===== src/hw/rtl/base64_text_decoder_macros.svh =====
`ifndef BASE64_TEXT_DECODER_MACROS_SVH
`define BASE64_TEXT_DECODER_MACROS_SVH

// Same-cycle implication, checked on clk, off while arst_n is low
`define B64D_ASSERT(label, ante, cons) \
	label: assert property (@(posedge clk) disable iff (!arst_n) (ante) |-> (cons)) \
		else $error("base64 decoder check failed");

// Next-cycle implication, checked on clk, off while arst_n is low
`define B64D_ASSERT_NEXT(label, ante, cons) \
	label: assert property (@(posedge clk) disable iff (!arst_n) (ante) |=> (cons)) \
		else $error("base64 decoder check failed");

`endif


===== src/hw/rtl/b64d_pkg.sv =====
`default_nettype none

package b64d_pkg;

	// Classified character as it travels from the front end to the back end
	typedef enum logic [1:0] {
		TOK_SYM,   // base64 symbol, value in sym_val
		TOK_PAD,   // '='
		TOK_BAD,   // character outside the alphabet
		TOK_END    // zero byte, end of message
	} tok_kind_t;

	typedef struct packed {
		tok_kind_t   kind;
		logic [5:0]  sym_val;
	} token_t;

	// Result kinds on the output channel
	localparam logic [1:0] KIND_DATA  = 2'd0;
	localparam logic [1:0] KIND_OK    = 2'd1;
	localparam logic [1:0] KIND_ERROR = 2'd2;

endpackage

`default_nettype wire


===== src/hw/rtl/base64_text_decoder.sv =====
// Base64 text decoder.
// Input channel: one text byte per transaction (in_valid, in_ready, in_byte).
// A zero byte ends the message; whitespace and control bytes are dropped.
// Output channel: one result per transaction (out_valid, out_ready,
// result_kind, out_byte): a decoded data byte, message ok, or decode error.
// The front end classifies each byte in the cycle it is taken and pushes it
// into a small token queue; the back end pops one token a cycle while the
// output register is empty or being taken, updates the quartet state and
// loads any result into the output register. Throughput: one byte per
// cycle sustained while out_ready stays high, set by the single back-end
// step per token; the queue depth (QUEUE_DEPTH) absorbs short receiver
// stalls.
// When the receiver stalls, the output register holds, the queue fills and
// in_ready drops once it is full.
// After a decode error one error result is given and all bytes up to and
// including the terminating zero are discarded.
// Reset (arst_n low) empties the queue and the output register and returns
// the decoder to the start of a message.
`default_nettype none

module base64_text_decoder #(
	parameter int QUEUE_DEPTH = 2
) (
	input  wire logic        clk,
	input  wire logic        arst_n,
	input  wire logic        in_valid,
	output logic             in_ready,
	input  wire logic [7:0]  in_byte,
	output logic             out_valid,
	input  wire logic        out_ready,
	output logic [1:0]       result_kind,
	output logic [7:0]       out_byte
);
	import b64d_pkg::*;

	token_t push_tok;
	token_t head_tok;
	logic   push;
	logic   pop;
	logic   queue_full;
	logic   queue_empty;

	b64d_front u_front (
		.in_valid   (in_valid),
		.in_ready   (in_ready),
		.in_byte    (in_byte),
		.queue_full (queue_full),
		.push       (push),
		.push_tok   (push_tok)
	);

	b64d_queue #(
		.DEPTH (QUEUE_DEPTH)
	) u_queue (
		.clk      (clk),
		.arst_n   (arst_n),
		.push     (push),
		.push_tok (push_tok),
		.pop      (pop),
		.head_tok (head_tok),
		.full     (queue_full),
		.empty    (queue_empty)
	);

	b64d_back u_back (
		.clk         (clk),
		.arst_n      (arst_n),
		.queue_empty (queue_empty),
		.head_tok    (head_tok),
		.pop         (pop),
		.out_valid   (out_valid),
		.out_ready   (out_ready),
		.result_kind (result_kind),
		.out_byte    (out_byte)
	);

endmodule

`default_nettype wire


===== src/hw/rtl/b64d_front.sv =====
`default_nettype none

module b64d_front (
	input  wire logic            in_valid,
	output logic                 in_ready,
	input  wire logic [7:0]      in_byte,
	input  wire logic            queue_full,
	output logic                 push,
	output b64d_pkg::token_t     push_tok
);
	import b64d_pkg::*;

	logic skip;

	// Character classification
	always_comb begin
		skip             = 1'b0;
		push_tok.kind    = TOK_BAD;
		push_tok.sym_val = '0;
		priority if (in_byte == 8'd0) begin
			push_tok.kind = TOK_END;
		end else if (in_byte >= 8'h41 && in_byte <= 8'h5A) begin
			push_tok.kind    = TOK_SYM;
			push_tok.sym_val = 6'(in_byte - 8'h41);
		end else if (in_byte >= 8'h61 && in_byte <= 8'h7A) begin
			push_tok.kind    = TOK_SYM;
			push_tok.sym_val = 6'(in_byte - 8'h61 + 8'd26);
		end else if (in_byte >= 8'h30 && in_byte <= 8'h39) begin
			push_tok.kind    = TOK_SYM;
			push_tok.sym_val = 6'(in_byte - 8'h30 + 8'd52);
		end else if (in_byte == 8'h2B) begin
			push_tok.kind    = TOK_SYM;
			push_tok.sym_val = 6'd62;
		end else if (in_byte == 8'h2F) begin
			push_tok.kind    = TOK_SYM;
			push_tok.sym_val = 6'd63;
		end else if (in_byte == 8'h3D) begin
			push_tok.kind = TOK_PAD;
		end else if (in_byte <= 8'd32) begin
			skip = 1'b1;
		end else if (in_byte >= 8'd127 && in_byte <= 8'd160) begin
			skip = 1'b1;
		end else begin
			push_tok.kind = TOK_BAD;
		end
	end

	// Whitespace and control bytes are taken and dropped here
	assign in_ready = !queue_full;
	assign push     = in_valid && !queue_full && !skip;

endmodule

`default_nettype wire


===== src/hw/rtl/b64d_queue.sv =====
`default_nettype none
`include "base64_text_decoder_macros.svh"

module b64d_queue #(
	parameter int DEPTH = 2
) (
	input  wire logic                clk,
	input  wire logic                arst_n,
	input  wire logic                push,
	input  wire b64d_pkg::token_t    push_tok,
	input  wire logic                pop,
	output b64d_pkg::token_t         head_tok,
	output logic                     full,
	output logic                     empty
);
	import b64d_pkg::*;

	localparam int PTR_W = (DEPTH > 1) ? $clog2(DEPTH) : 1;
	localparam int CNT_W = $clog2(DEPTH + 1);

	token_t             slot_q [DEPTH];
	logic [PTR_W-1:0]   wr_q;
	logic [PTR_W-1:0]   rd_q;
	logic [CNT_W-1:0]   count_q;
	logic               do_push;
	logic               do_pop;

	assign full     = (count_q == CNT_W'(DEPTH));
	assign empty    = (count_q == '0);
	assign do_push  = push && !full;
	assign do_pop   = pop && !empty;
	assign head_tok = slot_q[rd_q];

	// Storage slots
	always_ff @(posedge clk) begin
		if (do_push) begin
			slot_q[wr_q] <= push_tok;
		end
	end

	// Pointers and fill count
	always_ff @(posedge clk or negedge arst_n) begin
		if (!arst_n) begin
			wr_q    <= '0;
			rd_q    <= '0;
			count_q <= '0;
		end else begin
			if (do_push) begin
				wr_q <= (wr_q == PTR_W'(DEPTH - 1)) ? '0 : wr_q + 1'b1;
			end
			if (do_pop) begin
				rd_q <= (rd_q == PTR_W'(DEPTH - 1)) ? '0 : rd_q + 1'b1;
			end
			unique case ({do_push, do_pop})
				2'b10:   count_q <= count_q + 1'b1;
				2'b01:   count_q <= count_q - 1'b1;
				default: count_q <= count_q;
			endcase
		end
	end

	`B64D_ASSERT(queue_no_overflow, push, !full)
	`B64D_ASSERT(queue_no_underflow, pop, !empty)
	`B64D_ASSERT(queue_count_bound, 1'b1, count_q <= CNT_W'(DEPTH))

endmodule

`default_nettype wire


===== src/hw/rtl/b64d_back.sv =====
`default_nettype none
`include "base64_text_decoder_macros.svh"

module b64d_back (
	input  wire logic                clk,
	input  wire logic                arst_n,
	input  wire logic                queue_empty,
	input  wire b64d_pkg::token_t    head_tok,
	output logic                     pop,
	output logic                     out_valid,
	input  wire logic                out_ready,
	output logic [1:0]               result_kind,
	output logic [7:0]               out_byte
);
	import b64d_pkg::*;

	// Quartet position
	localparam logic [2:0] PH_FIRST  = 3'd0;
	localparam logic [2:0] PH_SECOND = 3'd1;
	localparam logic [2:0] PH_THIRD  = 3'd2;
	localparam logic [2:0] PH_FOURTH = 3'd3;
	localparam logic [2:0] PH_PAD2   = 3'd4;

	logic [2:0] phase_q, phase_d;
	logic [5:0] sym_q, sym_d;      // previous symbol value
	logic       pad_q, pad_d;      // message closed by padding
	logic       err_q, err_d;      // error reported, discarding
	logic       out_valid_q;
	logic [1:0] result_kind_q;
	logic [7:0] out_byte_q;

	logic       advance;
	logic       emit;
	logic       bad_sym;
	logic       is_sym;
	logic       is_pad;
	logic [1:0] emit_kind;
	logic [7:0] emit_byte;

	assign advance = !queue_empty && (!out_valid_q || out_ready);
	assign pop     = advance;
	assign is_sym  = (head_tok.kind == TOK_SYM);
	assign is_pad  = (head_tok.kind == TOK_PAD);

	// Decode step for the token at the queue head
	always_comb begin
		phase_d   = phase_q;
		sym_d     = sym_q;
		pad_d     = pad_q;
		err_d     = err_q;
		emit      = 1'b0;
		bad_sym   = 1'b0;
		emit_kind = KIND_DATA;
		emit_byte = '0;
		if (head_tok.kind == TOK_END) begin
			phase_d = PH_FIRST;
			sym_d   = '0;
			pad_d   = 1'b0;
			err_d   = 1'b0;
			if (!err_q) begin
				emit      = 1'b1;
				emit_kind = (phase_q >= PH_SECOND && phase_q <= PH_PAD2) ?
					KIND_ERROR : KIND_OK;
			end
		end else if (!err_q) begin
			unique case (phase_q)
				PH_SECOND: begin
					if (is_sym) begin
						sym_d     = head_tok.sym_val;
						phase_d   = PH_THIRD;
						emit      = 1'b1;
						emit_byte = {sym_q, head_tok.sym_val[5:4]};
					end else begin
						bad_sym = 1'b1;
					end
				end
				PH_THIRD: begin
					if (is_pad) begin
						pad_d   = 1'b1;
						phase_d = PH_PAD2;
					end else if (is_sym) begin
						sym_d     = head_tok.sym_val;
						phase_d   = PH_FOURTH;
						emit      = 1'b1;
						emit_byte = {sym_q[3:0], head_tok.sym_val[5:2]};
					end else begin
						bad_sym = 1'b1;
					end
				end
				PH_FOURTH: begin
					if (is_pad) begin
						pad_d   = 1'b1;
						phase_d = PH_FIRST;
					end else if (is_sym) begin
						sym_d     = head_tok.sym_val;
						phase_d   = PH_FIRST;
						emit      = 1'b1;
						emit_byte = {sym_q[1:0], head_tok.sym_val};
					end else begin
						bad_sym = 1'b1;
					end
				end
				PH_PAD2: begin
					if (is_pad) begin
						phase_d = PH_FIRST;
					end else begin
						bad_sym = 1'b1;
					end
				end
				default: begin
					// unused codes behave as the first position
					if (is_sym && !pad_q) begin
						sym_d   = head_tok.sym_val;
						phase_d = PH_SECOND;
					end else begin
						bad_sym = 1'b1;
					end
				end
			endcase
			if (bad_sym) begin
				err_d     = 1'b1;
				emit      = 1'b1;
				emit_kind = KIND_ERROR;
			end
		end
	end

	// Decoder state
	always_ff @(posedge clk or negedge arst_n) begin
		if (!arst_n) begin
			phase_q <= PH_FIRST;
			sym_q   <= '0;
			pad_q   <= 1'b0;
			err_q   <= 1'b0;
		end else if (advance) begin
			phase_q <= phase_d;
			sym_q   <= sym_d;
			pad_q   <= pad_d;
			err_q   <= err_d;
		end
	end

	// Output register
	always_ff @(posedge clk or negedge arst_n) begin
		if (!arst_n) begin
			out_valid_q <= 1'b0;
		end else if (advance && emit) begin
			out_valid_q <= 1'b1;
		end else if (out_ready) begin
			out_valid_q <= 1'b0;
		end
	end

	always_ff @(posedge clk) begin
		if (advance && emit) begin
			result_kind_q <= emit_kind;
			out_byte_q    <= emit_byte;
		end
	end

	assign out_valid   = out_valid_q;
	assign result_kind = result_kind_q;
	assign out_byte    = out_byte_q;

	`B64D_ASSERT_NEXT(end_clears_state, pop && head_tok.kind == TOK_END, phase_q == PH_FIRST && !err_q && !pad_q)
	`B64D_ASSERT(error_reported_on_entry, $rose(err_q), out_valid_q && result_kind_q == KIND_ERROR)
	`B64D_ASSERT(byte_zero_unless_data, out_valid_q && result_kind_q != KIND_DATA, out_byte_q == '0)

endmodule

`default_nettype wire

===== config.mk =====
export PLATFORM = sky130hd
export DESIGN_NAME = base64_text_decoder
export DESIGN_NICKNAME = d
export VERILOG_FILES = /design/src/hw/rtl/b64d_pkg.sv /design/src/hw/rtl/base64_text_decoder.sv /design/src/hw/rtl/b64d_front.sv /design/src/hw/rtl/b64d_queue.sv /design/src/hw/rtl/b64d_back.sv
export VERILOG_INCLUDE_DIRS = /design/src /design/src/hw/rtl
export SDC_FILE = /design/constraint.sdc
export NUM_CORES = 1
export LEC_CHECK = 0
export ABC_AREA = 1
export BUFFER_PORTS_ARGS = -buffer_cell sky130_fd_sc_hd__buf_2
export CORE_ASPECT_RATIO = 0.5
export CORE_MARGIN = 3
export CORE_UTILIZATION = 55
export DETAILED_ROUTE_END_ITERATION = 8
export GPL_TIMING_DRIVEN = 0
export PLACE_DENSITY = 0.84
export SYNTH_ARGS = -nofsm -noshare
export SYNTH_HDL_FRONTEND = slang
export SYNTH_HIERARCHICAL = 1
export SYNTH_SLANG_ARGS = --single-unit

===== constraint.sdc =====
create_clock -name clk -period 3 [get_ports clk]
set_clock_uncertainty 0.15 [all_clocks]
set_input_delay 0.15 -clock clk [delete_from_list [all_inputs] [get_ports clk]]
set_output_delay 0.15 -clock clk [all_outputs]
set_load 0.05 [all_outputs]

==> out/results.txt, run 1 <==
vias per inst: 5.05
pwr dens: 834 nW/um^2
I/O Buffers: 22
buffer depth of the longest clock path: 2
Ports: 24
pin count of the biggest net entering global routing: 17
post-synthesis compound-gate area fraction: 5.76%
core box area: 5130 um^2
Yosys warning total: 6
height of the chip: 58.6 um
critical path's largest stage delay: 530 ps
Comb power frac: 54.4%
slew of the pin with the lowest slew margin: 664 ps
Final nets: 486
Peak Freq: 0.399 GHz
RSZ-0062 raised after global routing: no
layout cells sized above 1: 14.8%
EDFF count, synth: 26
simple-gate share of the synthesized area: 38.0%
drt first pass iters: 4
Clock Tree Root: clkbuf_8
Slew HR: 55.5%
post-synthesis adder-cell area fraction: 5.76%
H-tree depth: 2
Hold Path Depth: 5
FF+latch count, synth: 42
Design Power: 2.79 mW
CP max-delay cell: nor2_1
post-synth top area share: 25.7%
register area: 1180 um^2
Iter 0 DRT Violations: 132
final period utilization: 83.6%
Post-CTS Resized: 0
Synth Area in XOR/XNOR: 2.31%
CP arrival: 2280 ps
global-route wire length before repair: 10,300 um
Syn-to-layout area delta: 10.0%
clock sinks: 42
FILL cells: 450
setup_tns: 0 ps
Total GRT Usage: 18.9%
met2 GRT Util: 32.2%
mux contribution to synthesized area: 0%
Post-Syn Area: 3040 um^2
most used cell, CP: nand2_1
Final Max Slew Viols: 0
row count: 18
CP Class: in2reg
Die ar.: 6510 um^2
Post-Syn Area per Cell: 7.08 um^2
sequential power share: 33.1%
Post CTS Setup Buffer Count: 0
Hold EP: u_queue/wr_q
Synth area leaders: edfxtp_1 26%, nand2_1 18%, dfrtp_1 13%
CP required: 2770 ps
most heavily used metal layer in global routing: met2
n_diodes: 0
number of max-cap violations: 0
Max VDD drop: 0.444 mV
multi-input logic area: 1580 um^2
ys flop type: edfxtp_1
overall die width: 111 um
Lkg Pwr: 1.74 nW
crit-path cells: buf_2 > buf_2 > inv_1 > ha_1 > nand2_1 > nand2_1 > nand3_1 > nand2_1 > nand2_1 > nand2_2 > nand3_1 > nor2_1 > nor2_1 > o21ai_1 > nor2_1
initial antenna violation count: 0
total clock buffers created by CTS: 5
register area share after synthesis: 38.9%
clock-pin slew on the worst setup and hold paths: 80 ps
Reg-to-Reg Start: u_queue/rd_q
final setup vio count: 0
vias in the first global route: 2,386
ANT nets after route: 0
met3 GRT Util: 3.29%
synth unique cells: 27
Post-DP HPWL: 4520 um
crit path max fanout: 8
Synth area leader: edfxtp_1
net load switching power: 1.37 mW
Syn Nets: 455
Routed WL: 5910 um
DR vias: 2,683
CP Launch Type: input port
Hold Fails Final Rpt: 0
gr ovfl total: 0
CTS tree: built
CP Capture Type: register
internal power: 1.42 mW
synthesized instance count: 429
post-route minimum period: 2510 ps
worst reg2reg endpoint: u_back/out_byte[5]
per-cell routed wire length: 11.1 um
clk_lat worst skew: 280 ps
setup slack after placement: 173 ps
Min-Delay Path Class: in2reg
R2R cell count: 13
final worst slack: 493 ps
routability-driven placement congestion ratio: 0.902
asr flop ratio synth: 38.1%
count leader, synth: nand2_1
M1 GR Usage: 26.0%
reg2reg setup slack: 540 ps
hold path startpoint: in_valid
DRC viols: 0
clock share of power: 12.5%
Initial Util: 59.2%
Post-synth top cells: 148 x nand2_1, 58 x inv_1, 41 x nand3_1, 35 x nor2_1, 26 x edfxtp_1
status: completed
Sw Ratio: 49.0%
largest family of logic cells by synthesized area: simple AND/OR/NAND/NOR gates
## area by class of cell
class / instances / share of cell area (%)
multi-input combinational: 315 / 47.2
timing repair buffer: 24 / 3.89
clock buffer: 6 / 2.17
tap: 70 / 2.62
inverter: 66 / 7.41
sequential: 42 / 35.3
clock inverter: 2 / 0.412
buffer: 6 / 1.01
## worst max path at each step
| stage | endpoint | slack (ps) | startpoint |
|---|---|---|---|
| floorplan | u_queue/slot_q[1][0] | 700 | in_byte[2] |
| global placement | u_queue/slot_q[1][1] | 190 | in_byte[2] |
| detailed placement | u_queue/slot_q[1][1] | 170 | in_byte[2] |
| CTS | u_queue/slot_q[1][0] | 480 | in_byte[2] |
| global route | u_queue/slot_q[1][3] | 150 | in_byte[2] |
| finish | u_queue/slot_q[1][0] | 490 | in_byte[2] |
## per-stage QoR
step | hold WS [ps] | utilization [%] | cells | instance area, um^2
final | 87.7 | 65.1 | 531 | 3340
after global routing | 116 | 65.1 | 531 | 3340
after CTS | 81.5 | 65.1 | 531 | 3340
after detailed placement | -63.5 | 63.0 | 521 | 3240
after global placement | -63.5 | 63.0 | 521 | 3240
after floorplan | -296 | - | 429 | 3040
## cell families (layout without fill, tap and decap cells)
logic type	after synthesis	count (layout)
AOI/OAI and AO/OA	31	31
and+or+nand+nor	262	262
xor gates and xnor gates	8	8
adders and majority gates	14	14
buffers and inverters	72	104
DFF	42	42
## cell usage in the layout, fill, tap and decap left out
cell type        n
a21oi_1         10
a31oi_1          1
buf_2           25
buf_4            2
clkbuf_1         2
clkbuf_8         5
clkinv_2         1
clkinv_4         1
dfrtp_1         16
dlygate4sd3_1    2
edfxtp_1        26
ha_1            14
inv_1           58
inv_2            8
nand2_1        148
nand2_2         13
nand3_1         41
nand3_2          1
nand3b_1         4
nand4_1          4
nor2_1          35
nor2_2           5
nor2_4           5
nor3_1           6
o211ai_1         3
o211ai_2         1
o21ai_0         13
o21ai_1          2
o21ai_2          1
xnor2_1          3
xor2_1           5
## sequential cells by signal (all words and copies together), names as in the netlist, 2 cells and up
signal and count:
u_queue/slot_q 16, u_queue/count_q 2, u_back/phase_q 3, u_back/out_byte 8, u_back/result_kind 2, u_back/sym_q 6
## critical path: cells and delay by family
| kind | cells | cell delay (ps) |
|---|---|---|
| compound gates | 1 | 120 |
| fa+ha+maj | 1 | 310 |
| buf+inv | 3 | 390 |
| simple gates | 10 | 1300 |
## power groups by stage
stage	registers, mW	logic (mW)	clock network [mW]
3_5_place_dp	0.935	1.49	0
2_1_floorplan	1.04	1.08	0
6_report	0.924	1.52	0.349
3_3_place_gp	0.929	1.46	0
5_1_grt	0.945	1.71	0.383
4_1_cts	0.924	1.51	0.359
## timing repair
| action | 4_1_cts | 5_1_grt |
|---|---|---|
| endpoints found under the hold margin | 17 | 0 |
| hold buffers | 2 | 0 |
| setup endpoints to repair | 0 | 0 |
## routing by layer
layer  share of wire, %  routed length [um]
met3                6.5                 383
met4               0.88                  52
met5                  0                   0
met2                 45                2640
met1                 48                2830
No activity file was read; power rests on OpenSTA's default activity.
==> inputs of run 2 (changes only) <==
- PLACE_DENSITY: 0.84 -> 0.87
- clock period: 3 -> 2 ns (I/O delays scaled with it)
==> run 2 against run 1 <==
Against the previous run:
- register-to-register slack lost 530 ps
- non-clock buffer count increased by 11
- die area did not move
- core utilization rose by 8.4 points
- flip-flop and latch count stayed put
- count of clock-buffer cells in the layout grew 1
- global-route usage increased by 3.4 points
- via count is 8.3% higher
- cell count is 2.3% higher
- critical path type is now reg2reg
- critical endpoint is now u_back/out_byte[5]
==> out/results.txt, run 2 (synthesis results as in run 1) <==
status: completed (unchanged)
layout cells sized above 1: 27.7% (was 14.8%)
number of max-cap violations: 0 (unchanged)
clock sinks: 42 (unchanged)
initial antenna violation count: 0 (unchanged)
Clock Tree Root: clkbuf_8 (unchanged)
max FFs per register: 16 (unchanged)
fin util: 73.5% (was 65.1%)
Design Power: 5.01 mW (was 2.79 mW)
ANT nets after route: 0 (unchanged)
FILL cells: 396 (was 450)
post-route minimum period: 1990 ps
most frequent cells in the layout: 135 x nand2_1, 48 x inv_1, 36 x nand3_1, 26 x nor2_1, 26 x edfxtp_1 (was 148 x nand2_1, 58 x inv_1, 41 x nand3_1, 35 x nor2_1, 26 x edfxtp_1)
Hold Fails Final Rpt: 0 (unchanged)
Largest Register: u_queue/slot_q (unchanged)
height of the chip: 58.6 um (unchanged)
Slew HR: 73.4% (was 55.5%)
Peak Freq: 0.502 GHz
Post-DP HPWL: 4860 um (was 4520 um)
CP Launch Type: register (was input port)
n_diodes: 0 (unchanged)
CP arrival: 1880 ps (was 2280 ps)
slew of the pin with the lowest slew margin: 399 ps (was 664 ps)
DRC viols: 0 (unchanged)
pin count of the biggest net entering global routing: 17 (unchanged)
final period utilization: 99.6%
DR vias: 2,907 (was 2,683)
Total GRT Usage: 22.3% (was 18.9%)
pwr dens: 1330 nW/um^2 (was 834 nW/um^2)
Max VDD drop: 0.711 mV (was 0.444 mV)
final worst slack: 7.18 ps (was 493 ps)
overall die width: 111 um (unchanged)
vias in the first global route: 2,656 (was 2,386)
Routed WL: 7240 um (was 5910 um)
CTS tree: built (unchanged)
Comb power frac: 58.1% (was 54.4%)
CP Class: reg2reg (was in2reg)
buffer depth of the longest clock path: 2 (unchanged)
per-cell routed wire length: 13.3 um (was 11.1 um)
Final nets: 498 (was 486)
sequential power share: 28.2% (was 33.1%)
setup_tns: 0 ps (unchanged)
Sw Ratio: 48.4% (was 49.0%)
Die ar.: 6510 um^2 (unchanged)
gr ovfl total: 0 (unchanged)
setup slack after placement: -488 ps (was 173 ps)
Initial Util: 59.2% (unchanged)
clk_lat worst skew: 290 ps (was 280 ps)
Iter 0 DRT Violations: 224 (was 132)
CP Capture Type: register (unchanged)
reg2reg setup slack: 7 ps (was 540 ps)
I/O Buffers: 22 (unchanged)
row count: 18 (unchanged)
H-tree depth: 2 (unchanged)
global-route wire length before repair: 11,900 um (was 10,300 um)
Syn-to-layout area delta: 24.2% (was 10.0%)
routability-driven placement congestion ratio: 0.923 (was 0.902)
internal power: 2.59 mW (was 1.42 mW)
commonest non-fill, non-tap cell in the layout: nand2_1 (unchanged)
clock-pin slew on the worst setup and hold paths: 80 ps (about the same)
Final Max Slew Viols: 0 (unchanged)
clock share of power: 13.7% (was 12.5%)
Ports: 24 (unchanged)
net load switching power: 2.42 mW (was 1.37 mW)
WHS: 89.9 ps (was 87.7 ps)
final setup vio count: 0 (unchanged)
total clock buffers created by CTS: 5 (unchanged)
Min-Delay Path Class: in2reg (unchanged)
CP required: 1890 ps (was 2770 ps)
Lkg Pwr: 1.85 nW (was 1.74 nW)
crit path max fanout: 5 (was 8)
core box area: 5130 um^2 (unchanged)
drt first pass iters: 5 (was 4)
vias per inst: 5.35 (was 5.05)
RSZ-0062 raised after global routing: yes (was no)
[run 2: layout make-up]
| class | count | area, um^2 | area share (%) |
|---|---|---|---|
| multi-input cells | 315 | 1820 | 48.3 |
| flip-flops and latches | 42 | 1180 | 31.3 |
| inverters | 66 | 278 | 7.36 |
| repair buffers | 35 | 228 | 6.03 |
| well taps | 70 | 87.6 | 2.32 |
| clock buffers | 7 | 86.3 | 2.29 |
| plain buffers | 6 | 53.8 | 1.43 |
| clock inverters | 1 | 30.0 | 0.795 |
| repair inverters | 1 | 7.51 | 0.199 |
[run 2: path summary, 6_finish.rpt]
kind | from | depth (start not counted) | to
max | u_queue/rd_q | 13 | u_back/out_byte[5]
min | in_byte[0] | 4 | u_queue/slot_q[1][0]
max reg2reg | u_queue/rd_q | 13 | u_back/out_byte[5]
min reg2reg | u_queue/count_q[1] | 2 | u_queue/count_q[1]
max in group asynchronous | arst_n | 2 | u_queue/count_q[0]
min in group asynchronous | arst_n | 2 | u_back/sym_q[3]
[run 2: what timing repair did]
item | CTS | global route
endpoints found under the setup margin | 42 | 42
gates cloned | 1 | 0
endpoints found under the hold margin | 17 | 0
resized for setup | 37 | 38
buffers inserted | 7 | 4
pin swaps | 14 | 13
hold buffers | 2 | 0
[run 2: worst max-delay path, cell delays in order, from the launching register on]
cell and delay, ps:
dfrtp_1 350, buf_6 140, inv_8 40, nand2_2 50
nand2_2 80, inv_4 80, ha_4 160, inv_2 50
nand3_2 90, inv_1 50, nor2_2 130, nand3_2 110
nand2_4 120, clkinvlp_4 150
[run 2: power groups by stage]
| stage | Sequential [mW] | Combinational (mW) | Clock, mW |
|---|---|---|---|
| after global placement | 1.39 | 2.25 | 0 |
| after floorplan | 1.57 | 1.65 | 0 |
| after global routing | 1.44 | 3.17 | 0.739 |
| after detailed placement | 1.40 | 2.31 | 0 |
| final | 1.41 | 2.91 | 0.689 |
| after CTS | 1.39 | 2.64 | 0.700 |
[run 2: layer usage]
| layer | GRT usage [%] | vias up | wire length [um] | part of all wire (%) |
|---|---|---|---|---|
| met2 | 40.3 | 134 | 3510 | 48 |
| met1 | 28.4 | 1316 | 3090 | 43 |
| li1 | - | 1443 | - | - |
| met3 | 3.59 | 14 | 540 | 7.5 |
| met5 | 0 | - | 0 | 0 |
| met4 | 6.93 | 0 | 101 | 1.4 |
[run 2: metrics by stage]
step	cell area, um^2	std cells
after floorplan	3100	429
after global placement	3300	521
after detailed placement	3300	521
after CTS	3630	539
after global routing	3770	543
final	3770	543
